==> src/hdl/cca_pkg.sv <==
package cca_pkg;

    localparam int YEAR_W     = 14;
    localparam int MONTH_W    = 4;
    localparam int DAY_W      = 5;
    localparam int HOUR_W     = 5;
    localparam int MIN_W      = 6;
    localparam int SEC_W      = 6;
    localparam int AMT_W      = 21;
    localparam int ZONE_W     = 5;
    localparam int CMD_W      = 3;
    localparam int WDAY_W     = 3;
    localparam int STATUS_W   = 2;
    localparam int CFG_ADDR_W = 2;
    localparam int CFG_DATA_W = 5;
    localparam int IN_DATA_W  = 72;
    localparam int OUT_DATA_W = 48;

    localparam logic [CMD_W-1:0] CMD_LOAD     = 3'd0;
    localparam logic [CMD_W-1:0] CMD_ADD_SECS = 3'd1;
    localparam logic [CMD_W-1:0] CMD_ADD_DAYS = 3'd2;
    localparam logic [CMD_W-1:0] CMD_ZONE     = 3'd3;
    localparam logic [CMD_W-1:0] CMD_DST      = 3'd4;

    localparam logic [STATUS_W-1:0] STATUS_OK     = 2'd0;
    localparam logic [STATUS_W-1:0] STATUS_REJECT = 2'd1;
    localparam logic [STATUS_W-1:0] STATUS_HELD   = 2'd2;

    localparam logic [CFG_ADDR_W-1:0] CFG_DST_START_MONTH = 2'd0;
    localparam logic [CFG_ADDR_W-1:0] CFG_DST_START_DAY   = 2'd1;
    localparam logic [CFG_ADDR_W-1:0] CFG_DST_END_MONTH   = 2'd2;
    localparam logic [CFG_ADDR_W-1:0] CFG_DST_END_DAY     = 2'd3;

    localparam logic [MONTH_W-1:0] RST_DST_START_MONTH = 4'd3;
    localparam logic [DAY_W-1:0]   RST_DST_START_DAY   = 5'd1;
    localparam logic [MONTH_W-1:0] RST_DST_END_MONTH   = 4'd10;
    localparam logic [DAY_W-1:0]   RST_DST_END_DAY     = 5'd31;

    localparam logic [YEAR_W-1:0] RST_YEAR  = 14'd1970;
    localparam logic [MONTH_W-1:0] RST_MONTH = 4'd1;
    localparam logic [DAY_W-1:0]  RST_DAY   = 5'd1;

    localparam logic [YEAR_W-1:0] YEAR_MAX = 14'd9999;
    localparam logic [AMT_W-1:0]  DAYS_MAX = 21'd4095;

    typedef struct packed {
        logic latch;
        logic load;
        logic reject;
        logic tod_init;
        logic day_init;
        logic div_step;
        logic split_init;
        logic hour_step;
        logic minute_step;
        logic sec_set;
        logic fwd_step;
        logic bwd_dec;
        logic bwd_add;
        logic held;
        logic commit;
        logic wd1;
        logic wd2;
        logic emit;
    } cca_cmd_t;

    typedef struct packed {
        logic [CMD_W-1:0] op;
        logic load_ok;
        logic days_ok;
        logic zone_ok;
        logic dst_hit;
        logic tod_neg;
        logic tod_big;
        logic tod_ge_hour;
        logic tod_ge_min;
        logic fwd_need;
        logic fwd_fail;
        logic bwd_need;
        logic bwd_fail;
        logic out_free;
    } cca_status_t;

endpackage

==> src/hdl/calendar_clock_adder.sv <==
// Channel  Dir  Handshake           Payload
// s_       in   s_tvalid, s_tready  s_tdata 72 bits, s_tuser 3 bits (cmd)
// m_       out  m_tvalid, m_tready  m_tdata 48 bits, m_tuser 2 bits (status)
// cfg_     in   cfg_we              cfg_addr 2 bits, cfg_wdata 5 bits
//
// One word at a time: a valid load passes through decode, commit and the weekday states
// before its result is valid. Adding days walks the date forward one month boundary
// at a time. Adding seconds, zone changes and daylight saving reduce the time of day
// one day, hour and minute at a time, then walk the date one month boundary at a
// time, forward, or backward by stepping the month back and adding its length.
// Reset is synchronous and restores the clock to 1970-01-01 00:00:00, zone 0.
// The result waits in an output register; a new word is accepted meanwhile.
module calendar_clock_adder (
    input  logic                                aclk,
    input  logic                                aresetn,
    input  logic                                s_tvalid,
    output logic                                s_tready,
    // year_in, month_in, day_in, hour_in, minute_in, second_in, amount, zone_in
    input  logic [cca_pkg::IN_DATA_W-1:0]       s_tdata,
    // cmd
    input  logic [cca_pkg::CMD_W-1:0]           s_tuser,
    output logic                                m_tvalid,
    input  logic                                m_tready,
    // year_out, month_out, day_out, hour_out, minute_out, second_out, zone_out, weekday
    output logic [cca_pkg::OUT_DATA_W-1:0]      m_tdata,
    // status
    output logic [cca_pkg::STATUS_W-1:0]        m_tuser,
    input  logic                                cfg_we,
    input  logic [cca_pkg::CFG_ADDR_W-1:0]      cfg_addr,
    input  logic [cca_pkg::CFG_DATA_W-1:0]      cfg_wdata
);

    cca_pkg::cca_cmd_t    cmd;
    cca_pkg::cca_status_t st;

    logic [cca_pkg::YEAR_W-1:0]  out_year;
    logic [cca_pkg::MONTH_W-1:0] out_month;
    logic [cca_pkg::DAY_W-1:0]   out_day;
    logic [cca_pkg::HOUR_W-1:0]  out_hour;
    logic [cca_pkg::MIN_W-1:0]   out_minute;
    logic [cca_pkg::SEC_W-1:0]   out_second;
    logic [cca_pkg::ZONE_W-1:0]  out_zone;
    logic [cca_pkg::WDAY_W-1:0]  out_wday;

    cca_ctrl u_ctrl (
        .aclk     (aclk),
        .aresetn  (aresetn),
        .in_valid (s_tvalid),
        .in_ready (s_tready),
        .st       (st),
        .cmd      (cmd)
    );

    cca_datapath u_datapath (
        .aclk       (aclk),
        .aresetn    (aresetn),
        .in_cmd     (s_tuser),
        .in_year    (s_tdata[13:0]),
        .in_month   (s_tdata[17:14]),
        .in_day     (s_tdata[22:18]),
        .in_hour    (s_tdata[27:23]),
        .in_minute  (s_tdata[33:28]),
        .in_second  (s_tdata[39:34]),
        .in_amount  (s_tdata[60:40]),
        .in_zone    (s_tdata[65:61]),
        .cfg_we     (cfg_we),
        .cfg_addr   (cfg_addr),
        .cfg_wdata  (cfg_wdata),
        .cmd        (cmd),
        .st         (st),
        .out_ready  (m_tready),
        .out_valid  (m_tvalid),
        .out_year   (out_year),
        .out_month  (out_month),
        .out_day    (out_day),
        .out_hour   (out_hour),
        .out_minute (out_minute),
        .out_second (out_second),
        .out_zone   (out_zone),
        .out_wday   (out_wday),
        .out_status (m_tuser)
    );

    assign m_tdata = {out_wday, out_zone, out_second, out_minute,
                      out_hour, out_day, out_month, out_year};

endmodule

==> src/hdl/cca_ctrl.sv <==
module cca_ctrl (
    input  logic                 aclk,
    input  logic                 aresetn,
    input  logic                 in_valid,
    output logic                 in_ready,
    input  cca_pkg::cca_status_t st,
    output cca_pkg::cca_cmd_t    cmd
);

    localparam logic [3:0] ST_IDLE   = 4'd0;
    localparam logic [3:0] ST_DECODE = 4'd1;
    localparam logic [3:0] ST_DIV    = 4'd2;
    localparam logic [3:0] ST_HOUR   = 4'd3;
    localparam logic [3:0] ST_MIN    = 4'd4;
    localparam logic [3:0] ST_FWD    = 4'd5;
    localparam logic [3:0] ST_BWD    = 4'd6;
    localparam logic [3:0] ST_BADD   = 4'd7;
    localparam logic [3:0] ST_COMMIT = 4'd8;
    localparam logic [3:0] ST_WD1    = 4'd9;
    localparam logic [3:0] ST_WD2    = 4'd10;
    localparam logic [3:0] ST_WD3    = 4'd11;

    logic [3:0] state_reg;
    logic [3:0] state_next;

    assign in_ready = (state_reg == ST_IDLE);

    always_comb begin
        state_next = state_reg;
        cmd        = '0;
        case (state_reg)
            ST_IDLE: begin
                if (in_valid) begin
                    cmd.latch  = 1'b1;
                    state_next = ST_DECODE;
                end
            end
            ST_DECODE: begin
                case (st.op)
                    cca_pkg::CMD_LOAD: begin
                        if (st.load_ok) begin
                            cmd.load   = 1'b1;
                            state_next = ST_COMMIT;
                        end else begin
                            cmd.reject = 1'b1;
                            state_next = ST_WD1;
                        end
                    end
                    cca_pkg::CMD_ADD_SECS: begin
                        cmd.tod_init = 1'b1;
                        state_next   = ST_DIV;
                    end
                    cca_pkg::CMD_ADD_DAYS: begin
                        if (st.days_ok) begin
                            cmd.day_init = 1'b1;
                            state_next   = ST_FWD;
                        end else begin
                            cmd.reject = 1'b1;
                            state_next = ST_WD1;
                        end
                    end
                    cca_pkg::CMD_ZONE: begin
                        if (st.zone_ok) begin
                            cmd.tod_init = 1'b1;
                            state_next   = ST_DIV;
                        end else begin
                            cmd.reject = 1'b1;
                            state_next = ST_WD1;
                        end
                    end
                    cca_pkg::CMD_DST: begin
                        if (st.dst_hit) begin
                            cmd.tod_init = 1'b1;
                            state_next   = ST_DIV;
                        end else begin
                            state_next = ST_WD1;
                        end
                    end
                    default: begin
                        cmd.reject = 1'b1;
                        state_next = ST_WD1;
                    end
                endcase
            end
            ST_DIV: begin
                if (st.tod_neg || st.tod_big) begin
                    cmd.div_step = 1'b1;
                end else begin
                    cmd.split_init = 1'b1;
                    state_next     = ST_HOUR;
                end
            end
            ST_HOUR: begin
                if (st.tod_ge_hour) begin
                    cmd.hour_step = 1'b1;
                end else begin
                    state_next = ST_MIN;
                end
            end
            ST_MIN: begin
                if (st.tod_ge_min) begin
                    cmd.minute_step = 1'b1;
                end else begin
                    cmd.sec_set = 1'b1;
                    state_next  = ST_FWD;
                end
            end
            ST_FWD: begin
                if (st.fwd_fail) begin
                    cmd.held   = 1'b1;
                    state_next = ST_WD1;
                end else if (st.fwd_need) begin
                    cmd.fwd_step = 1'b1;
                end else begin
                    state_next = ST_BWD;
                end
            end
            ST_BWD: begin
                if (st.bwd_fail) begin
                    cmd.held   = 1'b1;
                    state_next = ST_WD1;
                end else if (st.bwd_need) begin
                    cmd.bwd_dec = 1'b1;
                    state_next  = ST_BADD;
                end else begin
                    state_next = ST_COMMIT;
                end
            end
            ST_BADD: begin
                cmd.bwd_add = 1'b1;
                state_next  = ST_BWD;
            end
            ST_COMMIT: begin
                cmd.commit = 1'b1;
                state_next = ST_WD1;
            end
            ST_WD1: begin
                cmd.wd1    = 1'b1;
                state_next = ST_WD2;
            end
            ST_WD2: begin
                cmd.wd2    = 1'b1;
                state_next = ST_WD3;
            end
            ST_WD3: begin
                if (st.out_free) begin
                    cmd.emit   = 1'b1;
                    state_next = ST_IDLE;
                end
            end
            default: begin
                state_next = ST_IDLE;
            end
        endcase
    end

    always_ff @(posedge aclk) begin
        if (!aresetn) begin
            state_reg <= ST_IDLE;
        end else begin
            state_reg <= state_next;
        end
    end

endmodule

==> src/hdl/cca_datapath.sv <==
module cca_datapath (
    input  logic                                aclk,
    input  logic                                aresetn,
    input  logic [cca_pkg::CMD_W-1:0]           in_cmd,
    input  logic [cca_pkg::YEAR_W-1:0]          in_year,
    input  logic [cca_pkg::MONTH_W-1:0]         in_month,
    input  logic [cca_pkg::DAY_W-1:0]           in_day,
    input  logic [cca_pkg::HOUR_W-1:0]          in_hour,
    input  logic [cca_pkg::MIN_W-1:0]           in_minute,
    input  logic [cca_pkg::SEC_W-1:0]           in_second,
    input  logic [cca_pkg::AMT_W-1:0]           in_amount,
    input  logic [cca_pkg::ZONE_W-1:0]          in_zone,
    input  logic                                cfg_we,
    input  logic [cca_pkg::CFG_ADDR_W-1:0]      cfg_addr,
    input  logic [cca_pkg::CFG_DATA_W-1:0]      cfg_wdata,
    input  cca_pkg::cca_cmd_t                   cmd,
    output cca_pkg::cca_status_t                st,
    input  logic                                out_ready,
    output logic                                out_valid,
    output logic [cca_pkg::YEAR_W-1:0]          out_year,
    output logic [cca_pkg::MONTH_W-1:0]         out_month,
    output logic [cca_pkg::DAY_W-1:0]           out_day,
    output logic [cca_pkg::HOUR_W-1:0]          out_hour,
    output logic [cca_pkg::MIN_W-1:0]           out_minute,
    output logic [cca_pkg::SEC_W-1:0]           out_second,
    output logic [cca_pkg::ZONE_W-1:0]          out_zone,
    output logic [cca_pkg::WDAY_W-1:0]          out_wday,
    output logic [cca_pkg::STATUS_W-1:0]        out_status
);

    localparam logic [21:0] SECS_PER_DAY  = 22'd86400;
    localparam logic [21:0] SECS_PER_HOUR = 22'd3600;
    localparam logic [21:0] SECS_PER_MIN  = 22'd60;

    // The divisions by 25, 100 and 7 below use scaled reciprocals that are
    // exact over the ranges that reach them.
    function automatic logic is_leap(input logic [13:0] y);
        logic [26:0] prod;
        logic [9:0]  q25;
        logic [13:0] r25;
        prod = 27'(y) * 27'd5243;
        q25  = prod[26:17];
        r25  = y - 14'(14'(q25) * 14'd25);
        return (y[1:0] == 2'b00) && ((r25 != 14'd0) || (y[3:0] == 4'd0));
    endfunction

    function automatic logic [4:0] days_in(input logic [13:0] y, input logic [3:0] m);
        logic [4:0] d;
        if (m == 4'd2) begin
            d = is_leap(y) ? 5'd29 : 5'd28;
        end else if (m inside {4'd4, 4'd6, 4'd9, 4'd11}) begin
            d = 5'd30;
        end else begin
            d = 5'd31;
        end
        return d;
    endfunction

    function automatic logic [5:0] zeller_month(input logic [3:0] m);
        logic [5:0] v;
        case (m)
            4'd3:    v = 6'd10;
            4'd4:    v = 6'd13;
            4'd5:    v = 6'd15;
            4'd6:    v = 6'd18;
            4'd7:    v = 6'd20;
            4'd8:    v = 6'd23;
            4'd9:    v = 6'd26;
            4'd10:   v = 6'd28;
            4'd11:   v = 6'd31;
            4'd12:   v = 6'd33;
            4'd13:   v = 6'd36;
            4'd14:   v = 6'd39;
            default: v = 6'd0;
        endcase
        return v;
    endfunction

    logic [3:0]  dst_sm_reg, dst_em_reg;
    logic [4:0]  dst_sd_reg, dst_ed_reg;

    logic [13:0] cur_year_reg, cur_year_next;
    logic [3:0]  cur_month_reg, cur_month_next;
    logic [4:0]  cur_day_reg, cur_day_next;
    logic [4:0]  cur_hour_reg, cur_hour_next;
    logic [5:0]  cur_minute_reg, cur_minute_next;
    logic [5:0]  cur_second_reg, cur_second_next;
    logic [4:0]  cur_zone_reg, cur_zone_next;

    logic [2:0]  in_cmd_reg, in_cmd_next;
    logic [13:0] in_year_reg, in_year_next;
    logic [3:0]  in_month_reg, in_month_next;
    logic [4:0]  in_day_reg, in_day_next;
    logic [4:0]  in_hour_reg, in_hour_next;
    logic [5:0]  in_minute_reg, in_minute_next;
    logic [5:0]  in_second_reg, in_second_next;
    logic [20:0] in_amount_reg, in_amount_next;
    logic [4:0]  in_zone_reg, in_zone_next;

    logic [13:0] w_year_reg, w_year_next;
    logic [3:0]  w_month_reg, w_month_next;
    logic [13:0] w_day_reg, w_day_next;
    logic [4:0]  w_hour_reg, w_hour_next;
    logic [5:0]  w_minute_reg, w_minute_next;
    logic [5:0]  w_second_reg, w_second_next;
    logic [4:0]  w_zone_reg, w_zone_next;
    logic [21:0] w_tod_reg, w_tod_next;
    logic [5:0]  w_dd_reg, w_dd_next;
    logic [1:0]  status_reg, status_next;

    logic [13:0] wd_y_reg, wd_y_next;
    logic [3:0]  wd_m_reg, wd_m_next;
    logic [4:0]  wd_d_reg, wd_d_next;
    logic [6:0]  wd_j_reg, wd_j_next;
    logic [9:0]  wd_sum_reg, wd_sum_next;

    logic        out_valid_reg, out_valid_next;
    logic [13:0] out_year_reg, out_year_next;
    logic [3:0]  out_month_reg, out_month_next;
    logic [4:0]  out_day_reg, out_day_next;
    logic [4:0]  out_hour_reg, out_hour_next;
    logic [5:0]  out_minute_reg, out_minute_next;
    logic [5:0]  out_second_reg, out_second_next;
    logic [4:0]  out_zone_reg, out_zone_next;
    logic [2:0]  out_wday_reg, out_wday_next;
    logic [1:0]  out_status_reg, out_status_next;

    logic [4:0]         dim_w;
    logic [4:0]         dim_in;
    logic [21:0]        hour_secs, min_secs, tod_now, tod_delta;
    logic [5:0]         zone_diff;
    logic signed [21:0] zone_diff_ext, zone_delta;
    logic               in_zone_ok;
    logic [13:0]        zy;
    logic [26:0]        prod_j;
    logic [6:0]         zk;
    logic [21:0]        prod_w;
    logic [7:0]         q7;

    assign dim_w  = days_in(w_year_reg, w_month_reg);
    assign dim_in = days_in(in_year_reg, in_month_reg);

    assign in_zone_ok = ($signed(in_zone_reg) >= -5'sd12) && ($signed(in_zone_reg) <= 5'sd14);

    assign hour_secs = 22'(cur_hour_reg) * SECS_PER_HOUR;
    assign min_secs  = 22'(cur_minute_reg) * SECS_PER_MIN;
    assign tod_now   = hour_secs + min_secs + 22'(cur_second_reg);

    assign zone_diff     = {in_zone_reg[4], in_zone_reg} - {cur_zone_reg[4], cur_zone_reg};
    assign zone_diff_ext = signed'({{16{zone_diff[5]}}, zone_diff});
    assign zone_delta    = zone_diff_ext * 22'sd3600;

    always_comb begin
        case (in_cmd_reg)
            cca_pkg::CMD_ADD_SECS: tod_delta = {in_amount_reg[20], in_amount_reg};
            cca_pkg::CMD_ZONE:     tod_delta = zone_delta;
            default:               tod_delta = SECS_PER_HOUR;
        endcase
    end

    assign zy     = (cur_month_reg < 4'd3) ? (cur_year_reg - 14'd1) : cur_year_reg;
    assign prod_j = 27'(zy) * 27'd5243;
    assign zk     = 7'(wd_y_reg - 14'(14'(wd_j_reg) * 14'd100));
    assign prod_w = 22'(wd_sum_reg) * 22'd2341;
    assign q7     = prod_w[21:14];

    always_comb begin
        st.op       = in_cmd_reg;
        st.load_ok  = (in_year_reg >= 14'd1) && (in_year_reg <= cca_pkg::YEAR_MAX)
                   && (in_month_reg >= 4'd1) && (in_month_reg <= 4'd12)
                   && (in_day_reg >= 5'd1) && (in_day_reg <= dim_in)
                   && (in_hour_reg <= 5'd23) && (in_minute_reg <= 6'd59)
                   && (in_second_reg <= 6'd59) && in_zone_ok;
        st.days_ok  = !in_amount_reg[20] && (in_amount_reg <= cca_pkg::DAYS_MAX);
        st.zone_ok  = in_zone_ok;
        st.dst_hit  = ((cur_month_reg > dst_sm_reg)
                       || ((cur_month_reg == dst_sm_reg) && (cur_day_reg >= dst_sd_reg)))
                   && ((cur_month_reg < dst_em_reg)
                       || ((cur_month_reg == dst_em_reg) && (cur_day_reg <= dst_ed_reg)));
        st.tod_neg     = w_tod_reg[21];
        st.tod_big     = !w_tod_reg[21] && (w_tod_reg >= SECS_PER_DAY);
        st.tod_ge_hour = w_tod_reg >= SECS_PER_HOUR;
        st.tod_ge_min  = w_tod_reg >= SECS_PER_MIN;
        st.fwd_need    = !w_day_reg[13] && (w_day_reg > 14'(dim_w));
        st.fwd_fail    = st.fwd_need && (w_month_reg == 4'd12)
                      && (w_year_reg == cca_pkg::YEAR_MAX);
        st.bwd_need    = w_day_reg[13] || (w_day_reg == 14'd0);
        st.bwd_fail    = st.bwd_need && (w_month_reg == 4'd1) && (w_year_reg == 14'd1);
        st.out_free    = !out_valid_reg || out_ready;
    end

    always_comb begin
        cur_year_next   = cur_year_reg;
        cur_month_next  = cur_month_reg;
        cur_day_next    = cur_day_reg;
        cur_hour_next   = cur_hour_reg;
        cur_minute_next = cur_minute_reg;
        cur_second_next = cur_second_reg;
        cur_zone_next   = cur_zone_reg;
        in_cmd_next     = in_cmd_reg;
        in_year_next    = in_year_reg;
        in_month_next   = in_month_reg;
        in_day_next     = in_day_reg;
        in_hour_next    = in_hour_reg;
        in_minute_next  = in_minute_reg;
        in_second_next  = in_second_reg;
        in_amount_next  = in_amount_reg;
        in_zone_next    = in_zone_reg;
        w_year_next     = w_year_reg;
        w_month_next    = w_month_reg;
        w_day_next      = w_day_reg;
        w_hour_next     = w_hour_reg;
        w_minute_next   = w_minute_reg;
        w_second_next   = w_second_reg;
        w_zone_next     = w_zone_reg;
        w_tod_next      = w_tod_reg;
        w_dd_next       = w_dd_reg;
        status_next     = status_reg;
        wd_y_next       = wd_y_reg;
        wd_m_next       = wd_m_reg;
        wd_d_next       = wd_d_reg;
        wd_j_next       = wd_j_reg;
        wd_sum_next     = wd_sum_reg;
        out_valid_next  = out_valid_reg;
        out_year_next   = out_year_reg;
        out_month_next  = out_month_reg;
        out_day_next    = out_day_reg;
        out_hour_next   = out_hour_reg;
        out_minute_next = out_minute_reg;
        out_second_next = out_second_reg;
        out_zone_next   = out_zone_reg;
        out_wday_next   = out_wday_reg;
        out_status_next = out_status_reg;

        if (cmd.latch) begin
            in_cmd_next    = in_cmd;
            in_year_next   = in_year;
            in_month_next  = in_month;
            in_day_next    = in_day;
            in_hour_next   = in_hour;
            in_minute_next = in_minute;
            in_second_next = in_second;
            in_amount_next = in_amount;
            in_zone_next   = in_zone;
            w_year_next    = cur_year_reg;
            w_month_next   = cur_month_reg;
            w_day_next     = 14'(cur_day_reg);
            w_hour_next    = cur_hour_reg;
            w_minute_next  = cur_minute_reg;
            w_second_next  = cur_second_reg;
            w_zone_next    = cur_zone_reg;
            w_dd_next      = 6'd0;
            status_next    = cca_pkg::STATUS_OK;
        end
        if (cmd.load) begin
            w_year_next   = in_year_reg;
            w_month_next  = in_month_reg;
            w_day_next    = 14'(in_day_reg);
            w_hour_next   = in_hour_reg;
            w_minute_next = in_minute_reg;
            w_second_next = in_second_reg;
            w_zone_next   = in_zone_reg;
        end
        if (cmd.reject) begin
            status_next = cca_pkg::STATUS_REJECT;
        end
        if (cmd.held) begin
            status_next = cca_pkg::STATUS_HELD;
        end
        if (cmd.tod_init) begin
            w_tod_next = tod_now + tod_delta;
            if (in_cmd_reg == cca_pkg::CMD_ZONE) begin
                w_zone_next = in_zone_reg;
            end
        end
        if (cmd.day_init) begin
            w_day_next = 14'(cur_day_reg) + in_amount_reg[13:0];
        end
        if (cmd.div_step) begin
            if (w_tod_reg[21]) begin
                w_tod_next = w_tod_reg + SECS_PER_DAY;
                w_dd_next  = w_dd_reg - 6'd1;
            end else begin
                w_tod_next = w_tod_reg - SECS_PER_DAY;
                w_dd_next  = w_dd_reg + 6'd1;
            end
        end
        if (cmd.split_init) begin
            w_day_next    = 14'(cur_day_reg) + {{8{w_dd_reg[5]}}, w_dd_reg};
            w_hour_next   = 5'd0;
            w_minute_next = 6'd0;
        end
        if (cmd.hour_step) begin
            w_tod_next  = w_tod_reg - SECS_PER_HOUR;
            w_hour_next = w_hour_reg + 5'd1;
        end
        if (cmd.minute_step) begin
            w_tod_next    = w_tod_reg - SECS_PER_MIN;
            w_minute_next = w_minute_reg + 6'd1;
        end
        if (cmd.sec_set) begin
            w_second_next = w_tod_reg[5:0];
        end
        if (cmd.fwd_step) begin
            w_day_next = w_day_reg - 14'(dim_w);
            if (w_month_reg == 4'd12) begin
                w_month_next = 4'd1;
                w_year_next  = w_year_reg + 14'd1;
            end else begin
                w_month_next = w_month_reg + 4'd1;
            end
        end
        if (cmd.bwd_dec) begin
            if (w_month_reg == 4'd1) begin
                w_month_next = 4'd12;
                w_year_next  = w_year_reg - 14'd1;
            end else begin
                w_month_next = w_month_reg - 4'd1;
            end
        end
        if (cmd.bwd_add) begin
            w_day_next = w_day_reg + 14'(dim_w);
        end
        if (cmd.commit) begin
            cur_year_next   = w_year_reg;
            cur_month_next  = w_month_reg;
            cur_day_next    = w_day_reg[4:0];
            cur_hour_next   = w_hour_reg;
            cur_minute_next = w_minute_reg;
            cur_second_next = w_second_reg;
            cur_zone_next   = w_zone_reg;
        end
        if (cmd.wd1) begin
            wd_y_next = zy;
            wd_m_next = (cur_month_reg < 4'd3) ? (cur_month_reg + 4'd12) : cur_month_reg;
            wd_d_next = cur_day_reg;
            wd_j_next = prod_j[25:19];
        end
        if (cmd.wd2) begin
            wd_sum_next = 10'(wd_d_reg) + 10'(zeller_month(wd_m_reg)) + 10'(zk)
                        + 10'(zk[6:2]) + 10'(wd_j_reg[6:2]) + 10'(wd_j_reg) * 10'd5;
        end
        if (out_valid_reg && out_ready) begin
            out_valid_next = 1'b0;
        end
        if (cmd.emit) begin
            out_valid_next  = 1'b1;
            out_year_next   = cur_year_reg;
            out_month_next  = cur_month_reg;
            out_day_next    = cur_day_reg;
            out_hour_next   = cur_hour_reg;
            out_minute_next = cur_minute_reg;
            out_second_next = cur_second_reg;
            out_zone_next   = cur_zone_reg;
            out_wday_next   = 3'(wd_sum_reg - 10'(10'(q7) * 10'd7));
            out_status_next = status_reg;
        end
    end

    always_ff @(posedge aclk) begin
        if (!aresetn) begin
            dst_sm_reg     <= cca_pkg::RST_DST_START_MONTH;
            dst_sd_reg     <= cca_pkg::RST_DST_START_DAY;
            dst_em_reg     <= cca_pkg::RST_DST_END_MONTH;
            dst_ed_reg     <= cca_pkg::RST_DST_END_DAY;
            cur_year_reg   <= cca_pkg::RST_YEAR;
            cur_month_reg  <= cca_pkg::RST_MONTH;
            cur_day_reg    <= cca_pkg::RST_DAY;
            cur_hour_reg   <= 5'd0;
            cur_minute_reg <= 6'd0;
            cur_second_reg <= 6'd0;
            cur_zone_reg   <= 5'd0;
            out_valid_reg  <= 1'b0;
        end else begin
            if (cfg_we) begin
                case (cfg_addr)
                    cca_pkg::CFG_DST_START_MONTH: dst_sm_reg <= cfg_wdata[3:0];
                    cca_pkg::CFG_DST_START_DAY:   dst_sd_reg <= cfg_wdata;
                    cca_pkg::CFG_DST_END_MONTH:   dst_em_reg <= cfg_wdata[3:0];
                    cca_pkg::CFG_DST_END_DAY:     dst_ed_reg <= cfg_wdata;
                    default: begin
                    end
                endcase
            end
            cur_year_reg   <= cur_year_next;
            cur_month_reg  <= cur_month_next;
            cur_day_reg    <= cur_day_next;
            cur_hour_reg   <= cur_hour_next;
            cur_minute_reg <= cur_minute_next;
            cur_second_reg <= cur_second_next;
            cur_zone_reg   <= cur_zone_next;
            out_valid_reg  <= out_valid_next;
        end
    end

    always_ff @(posedge aclk) begin
        in_cmd_reg     <= in_cmd_next;
        in_year_reg    <= in_year_next;
        in_month_reg   <= in_month_next;
        in_day_reg     <= in_day_next;
        in_hour_reg    <= in_hour_next;
        in_minute_reg  <= in_minute_next;
        in_second_reg  <= in_second_next;
        in_amount_reg  <= in_amount_next;
        in_zone_reg    <= in_zone_next;
        w_year_reg     <= w_year_next;
        w_month_reg    <= w_month_next;
        w_day_reg      <= w_day_next;
        w_hour_reg     <= w_hour_next;
        w_minute_reg   <= w_minute_next;
        w_second_reg   <= w_second_next;
        w_zone_reg     <= w_zone_next;
        w_tod_reg      <= w_tod_next;
        w_dd_reg       <= w_dd_next;
        status_reg     <= status_next;
        wd_y_reg       <= wd_y_next;
        wd_m_reg       <= wd_m_next;
        wd_d_reg       <= wd_d_next;
        wd_j_reg       <= wd_j_next;
        wd_sum_reg     <= wd_sum_next;
        out_year_reg   <= out_year_next;
        out_month_reg  <= out_month_next;
        out_day_reg    <= out_day_next;
        out_hour_reg   <= out_hour_next;
        out_minute_reg <= out_minute_next;
        out_second_reg <= out_second_next;
        out_zone_reg   <= out_zone_next;
        out_wday_reg   <= out_wday_next;
        out_status_reg <= out_status_next;
    end

    assign out_valid  = out_valid_reg;
    assign out_year   = out_year_reg;
    assign out_month  = out_month_reg;
    assign out_day    = out_day_reg;
    assign out_hour   = out_hour_reg;
    assign out_minute = out_minute_reg;
    assign out_second = out_second_reg;
    assign out_zone   = out_zone_reg;
    assign out_wday   = out_wday_reg;
    assign out_status = out_status_reg;

    a_commit_only_ok: assert property (@(posedge aclk) disable iff (!aresetn)
        cmd.commit |-> (status_reg == cca_pkg::STATUS_OK))
        else $error("commit of a rejected or held word");

    a_date_valid: assert property (@(posedge aclk) disable iff (!aresetn)
        (cur_month_reg >= 4'd1) && (cur_month_reg <= 4'd12) && (cur_day_reg >= 5'd1)
        && (cur_day_reg <= days_in(cur_year_reg, cur_month_reg)))
        else $error("current date out of range");

    a_clock_valid: assert property (@(posedge aclk) disable iff (!aresetn)
        (cur_hour_reg <= 5'd23) && (cur_minute_reg <= 6'd59) && (cur_second_reg <= 6'd59))
        else $error("current time of day out of range");

    a_split_in_day: assert property (@(posedge aclk) disable iff (!aresetn)
        cmd.split_init |-> (!w_tod_reg[21] && (w_tod_reg < SECS_PER_DAY)))
        else $error("seconds remainder not within one day");

    a_emit_free: assert property (@(posedge aclk) disable iff (!aresetn)
        cmd.emit |-> (!out_valid_reg || out_ready))
        else $error("result overwrites a word still waiting");

endmodule

==> config.mk <==
export PLATFORM = sky130hd
export DESIGN_NAME = calendar_clock_adder
export DESIGN_NICKNAME = d
export VERILOG_FILES = /design/src/hdl/cca_pkg.sv /design/src/hdl/calendar_clock_adder.sv /design/src/hdl/cca_ctrl.sv /design/src/hdl/cca_datapath.sv
export SDC_FILE = /design/constraint.sdc
export NUM_CORES = 2
export LEC_CHECK = 0
export BUFFER_PORTS_ARGS = -buffer_cell sky130_fd_sc_hd__buf_2
export CAP_MARGIN = 5
export CORE_MARGIN = 4
export CORE_UTILIZATION = 69
export CTS_BUF_LIST = sky130_fd_sc_hd__clkbuf_4 sky130_fd_sc_hd__clkbuf_8
export DETAILED_ROUTE_END_ITERATION = 12
export PLACE_DENSITY_LB_ADDON = 0.25
export SLEW_MARGIN = 20
export SYNTH_ARGS = -nofsm -noshare
export SYNTH_HDL_FRONTEND = slang
export SYNTH_SLANG_ARGS = --single-unit
==> constraint.sdc <==
create_clock -name aclk -period 23.2 [get_ports aclk]
set_input_delay 6.96 -clock aclk [delete_from_list [all_inputs] [get_ports aclk]]
set_output_delay 6.96 -clock aclk [all_outputs]
set_load 0.02 [all_outputs]
-- Word-level counts from Yosys, hierarchy flattened
Memories as Yosys holds them, arrays and structs flattened. A register that Yosys moved wholly into a read port is not among the register bits.
Cells that the tools add are included.
W data, S select, Z words.
- reduce and logical (&&, ||, !) cells: 61
- multiplexer cells: 108
- $add $sub $neg: 31
- $lt $le $gt $ge: 21
- $mul: 12
- equal/unequal tests: 40
- operators by type and width (cell ; number):
    $mux W14 ; 13
    $mux W22 ; 5
    $mux W4 ; 21
    $mux W6 ; 11
    $mul A14 B13 Y27 const B ; 2
    $mux W5 ; 10
    $pmux W4 S12 ; 1
    $pmux W22 S2 ; 1
    $mux W1 ; 38
    $eq A4 B4 Y1 const B ; 9
    $eq A4 B3 Y1 const B ; 8
    $mul A10 B5 Y14 const B ; 2
    $reduce_bool A14 Y1 ; 2
    $sub A14 B1 Y14 const B ; 2
    $sub A14 B14 Y14 ; 2
    $mul A14 B13 Y26 const B ; 1
    $reduce_bool A4 Y1 ; 6
    $logic_and A1 B1 Y1 ; 23
    $add A22 B17 Y22 const B ; 1
    $add A22 B22 Y22 ; 1
    $add A22 B6 Y22 ; 1
    $ge A22 B12 Y1 const B ; 1
    $ge A22 B17 Y1 const B ; 1
    $ge A22 B6 Y1 const B ; 1
    other kinds (73) ; 110
- logic and storage cells: 320
- output and inout bits: 52
- bits in read-only memories: 96
- memories: 1
- flip-flop bits (word level): 304
- input bits: 87
- memory list (name ; depth ; width ; rd ports ; clocked after memory_dff ; write ports ; RTL line ; text):
    (name not given) ; 16 ; 6 ; 1 ; 1 ; 0 ; cca_datapath.sv:61 ; case (m)

-- Longest topological paths before layout
- depth in word-level cells: 22
- mapped depth: 48
- gate-level depth less buffers: 47

-- Hierarchy
A second synthesis with hierarchy kept.
- cells, all modules: 3538
- area total of the unflattened synthesis: 35087.4 sq um
- modules (own cells, without submodules) (module ; seq. area each (sq um) ; area an instance (sq um) ; times used ; cells each):
    cca_datapath ; 8277.9 ; 34376.7 ; 1 ; 3436
    cca_ctrl ; 80.1 ; 710.7 ; 1 ; 102

-- Worst setup path after synthesis
OpenSTA, ideal clock, no wires.
- path kind: register -> register
- from: register u_datapath.in_year_reg[10]
- to: register u_datapath.w_day_reg[0], enable pin
- arrival: 10.198 ns
- stages on the path, launching flop included: 42
- path slack: 12.640 ns
- library setup time: 0.361 ns
- clock period less this slack: 10.560 ns
- data required time: 22.839 ns
- buffers on the path: 2
- cells stage by stage: edfxtp_1 fa_1 ha_1 inv_1 fa_1 inv_1 fa_1 inv_1 fa_1 inv_1 ha_1 nor2b_1 o21ai_0 o311a_2 o21bai_1 a21oi_1 o21ai_0 a211oi_1 [6 not listed] inv_1 ha_1 nor3b_1 nor4_1 o211ai_1 a2111oi_0 o2111ai_1 nor4_1 a21oi_1 ha_1 a211oi_1 or3_1 a2111oi_0 nand3_1 buf_2 clkbuf_1 nand2_1 or3_1
- word-level cells in the longest chain between the ends: 18
- elaborated cells between the ends (all ways): 24
- classes of those cells: add/sub: 1; mul: 2; order compare: 3; mux: 5; reduce/logical: 13
- ends and longest elaborated chain (what ; RTL line ; text):
    from (decl) ; cca_datapath.sv:91 ; logic [13:0] in_year_reg, in_year_next;
    from (signal assigned) ; cca_datapath.sv:398 ; in_year_reg <= in_year_next;
    $mul A14 B13 Y27 ; cca_datapath.sv:41 ; prod = 27'(y) * 27'd5243;
    $mul A10 B5 Y14 ; cca_datapath.sv:43 ; r25 = y - 14'(14'(q25) * 14'd25);
    $sub A14 B14 Y14 ; cca_datapath.sv:43 ;
    $reduce_bool A14 Y1 ; cca_datapath.sv:44 ; return (y[1:0] == 2'b00) && ((r25 != 14'd0) || (y[3:0] == 4'd0));
    $logic_or A1 B1 Y1 ; cca_datapath.sv:44 ;
    $logic_and A1 B1 Y1 ; cca_datapath.sv:44 ;
    $mux W1 ; cca_datapath.sv:50 ; d = is_leap(y) ? 5'd29 : 5'd28;
    $mux W5 ; cca_datapath.sv:49 ; if (m == 4'd2) begin
    $le A5 B5 Y1 ; cca_datapath.sv:171 ; && (in_day_reg >= 5'd1) && (in_day_reg <= dim_in)
    $logic_and A1 B1 Y1 * ; cca_datapath.sv:171 ;
    $logic_and A1 B1 Y1 * (2 in a row) ; cca_datapath.sv:172 ; && (in_hour_reg <= 5'd23) && (in_minute_reg <= 6'd59)
    $logic_and A1 B1 Y1 * (2 in a row) ; cca_datapath.sv:173 ; && (in_second_reg <= 6'd59) && in_zone_ok;
    $mux W1 * ; cca_ctrl.sv:41 ; if (st.load_ok) begin
    $mux W1 * ; cca_ctrl.sv:39 ; case (st.op)
    $mux W4 * ; cca_ctrl.sv:31 ; case (state_reg)
    $reduce_bool A6 Y1 (no line) * ; n/a ;
    to (signal assigned) ; cca_datapath.sv:408 ; w_day_reg <= w_day_next;
    to (decl) ; cca_datapath.sv:102 ; logic [13:0] w_day_reg, w_day_next;
Every way passes the cells marked *; elsewhere a longest branch is shown, timed or not.
A chain may end at the register's enable or synchronous reset.

-- Worst setup path in the final report
- from: register u_datapath.in_year_reg[1]
- to: register u_datapath.w_day_reg[4], enable pin
Same word-level chain as after synthesis.

==> summary.md <==
| Metric | Value |
|---|---|
| Post-DP HPWL | `69,300 um` |
| Final setup viols | `0` |
| # clock sinks | `310` |
| Fmax | `between 70 and 80 MHz` |
| RSZ-0062 raised after global routing | `false` |
| Synth unique cells | `just under 100` |
| WHS Path Cells | `2` |
| Synth area leaders | `ha_1 (23%), edfxtp_1 (19%), fa_1 (17%)` |
| Initial DRC Count | `about 2,300` |
| Root buffer cell | `clkbuf_8` |
| Post-synth EDFFs | `~220` |
| Die Area | `between 50,000 and 60,000 um^2` |
| PostCTS Resize Cnt | `0` |
| Cell mode on critical path | `ha_1` |
| Seq cells post-synth | `between 300 and 400` |
| Most used DFF post-synth | `edfxtp_1` |
| Worst Skew | `~53 ps` |
| Status | `finished clean` |
| Nets | `4,681` |
| FILL cells | `3,423` |
| HP Class | `reg2reg` |
| Critical Path End Type | `register` |
| IO Count | `between 100 and 150` |
| Most common cell after layout, fill and taps aside | `ha_1` |
| Multi-input gate area | `~24,000 um^2` |
| CP Class | `reg2reg` |
| Starting Density | `approximately 70%` |
| Clock Latency Late Sink | `between 600 and 700 ps` |
| Vias in the first global route | `roughly 28,000` |
| CTS H-tree depth | `2` |
| DRC violations left | `0` |
| CP max stage cell | `nand3_4` |
| Fin. Hold Viols | `0` |
| Final Max Tran Viols | `0` |
| Initial antenna violation count | `5` |
| Drt wl/cell | `about 20 um` |
| Synthesis-to-layout area growth | `7.14%` |
| Max reg flops | `22` |
| First-pass GRT wire length | `142,000 um` |
| Core footprint | `between 40,000 and 50,000 um^2` |
| Seq/Total Area, Yosys | `approximately a quarter` |
| Die width | `approximately 230 um` |
| Syn avg cell area | `between 9 and 10 um^2` |
| DIE HEIGHT | `approximately 230 um` |
| Required time worst endpoint | `roughly 23,000 ps` |
| Worst-path clk slew | `roughly 60 ps` |
| Most frequent cells in the layout | `ha_1 (638), inv_1 (597), fa_1 (287)` |
| Layout cells sized above 1 | `7.75%` |
| Setup repair bufs after CTS | `0` |
| Largest area contributor in the netlist | `ha_1` |
| Largest net degree at the start of global routing | `roughly 60` |
| Cell row count | `81` |
| Max incr delay on CP | `between 700 and 800 ps` |
| Routability Congestion | `0.952` |
| Post-cts hold buffer count | `0` |
| Measured slew at the worst slew-check pin | `1230 ps` |
| Sum of negative setup slack | `0 ps` |
| DRT Pass-1 Iters | `8` |
| Crit path max fanout | `58` |
| Via density | `between 6 and 7` |
| CTS tree | `built` |
| Post-route ant nets | `0` |
| Clock buffer depth | `3` |
| Reg area | `8360 um^2` |
| GRT Util Overall | `about 33%` |
| Synth top area share | `a little under a quarter` |
| Total number of vias | `roughly 27,000` |
| Depth of the most critical reg-to-reg path | `38` |
| Cells after Synth | `roughly 3,500` |
| WP data arrival | `13,050 ps` |
| Final period util | `a little over half` |
| Tmin final | `12,760 ps` |
| Remaining Overflow, GRT | `0` |
| Routed wire length | `87,500 um` |
| Yosys Warn Count | `0` |
| Post-synth ARST share | `0%` |
| Syn nets | `4,556` |
| CTS buffer count | `54` |
| Max-Cap Viols | `0` |
| Startpoint Class | `register` |
| Worst slew margin | `16.9%` |
| Cell area after synthesis | `34,600 um^2` |
| Port buffer count | `roughly 130` |
critical path: cells and delay by family (launching register included):
kind            cells  cell delay, ps
fa+ha+maj          11            4330
compound gates     15            3860
simple gates        8            2960
buf+inv             4             620
flops               1             650
final timing paths:
check                                               start                          to  slack [ps]
worst max register to register  u_datapath.in_year_reg[1]     u_datapath.w_day_reg[4]       10440
worst min register to register   u_datapath.w_zone_reg[4]  u_datapath.cur_zone_reg[4]         460
worst max-delay path            u_datapath.in_year_reg[1]     u_datapath.w_day_reg[4]       10440
worst min-delay path             u_datapath.w_zone_reg[4]  u_datapath.cur_zone_reg[4]         460
stage by stage:
step / std cells / utilization, % / setup WS (ps) / area (um^2) / hold WS (ps)
finish: 4379 / 75.2 / 10440 / 37000 / 460
global route: 4378 / 75.2 / 9470 / 37000 / 481
CTS: 4378 / 75.2 / 10510 / 37000 / 460
detailed placement: 4277 / 72.9 / 10530 / 35900 / 450
global placement: 4277 / 72.9 / 10690 / 35900 / 438
floorplan: 3544 / - / 12640 / 34600 / 406
synthesized netlist by cell type (6+ instances only):
cell type and count:
a2111oi_0 8, a211oi_1 20, a21boi_0 7, a21o_1 54, a21oi_1 215, a221oi_1 9, a22oi_1 10, a31oi_1 21
and2_1 12, and3_1 28, buf_2 10, clkbuf_1 63, dfxtp_1 95, edfxtp_1 215, fa_1 287, ha_1 638
inv_1 597, mux2i_1 49, nand2_1 279, nand2b_1 22, nand3_1 53, nand3b_1 6, nand4_1 18, nor2_1 173
nor2b_1 23, nor3_1 36, nor4_1 16, o211ai_1 32, o21a_1 13, o21ai_0 134, o21bai_1 21, o221ai_1 9
o22ai_1 32, o31ai_1 7, or2_2 7, or3_1 11, xnor2_1 124, xor2_1 78
area by class of cell:
type,instances,area share (%)
antenna,1,0.00676
clock buffer,72,2.46
clock inverter,29,0.581
inverter,599,6.07
multi-input combinational,2555,64.0
sequential,310,22.6
tap,664,2.24
timing repair buffer,149,2.13
per-layer routing:
layer	GRT usage [%]	wire, um	share of wire, %
met3	5.97	7390	8.4
met2	55.1	41700	48
met5	0	37	0.042
met4	11.6	3210	3.7
met1	43.2	35100	40
kinds of logic after synthesis:
family / count (synthesis) / share of synthesized area, %
muxes: 52 / 1.53
DFF: 310 / 24.2
xor gates and xnor gates: 204 / 5.24
buffers and inverters: 679 / 7.44
and+or+nand+nor: 718 / 9.74
adders and majority gates: 925 / 39.7
AOI/OAI and AO/OA: 656 / 12.2
Power is not shown: default switching activity piles up to over one toggle a cycle in this logic, so the estimate is an artifact.
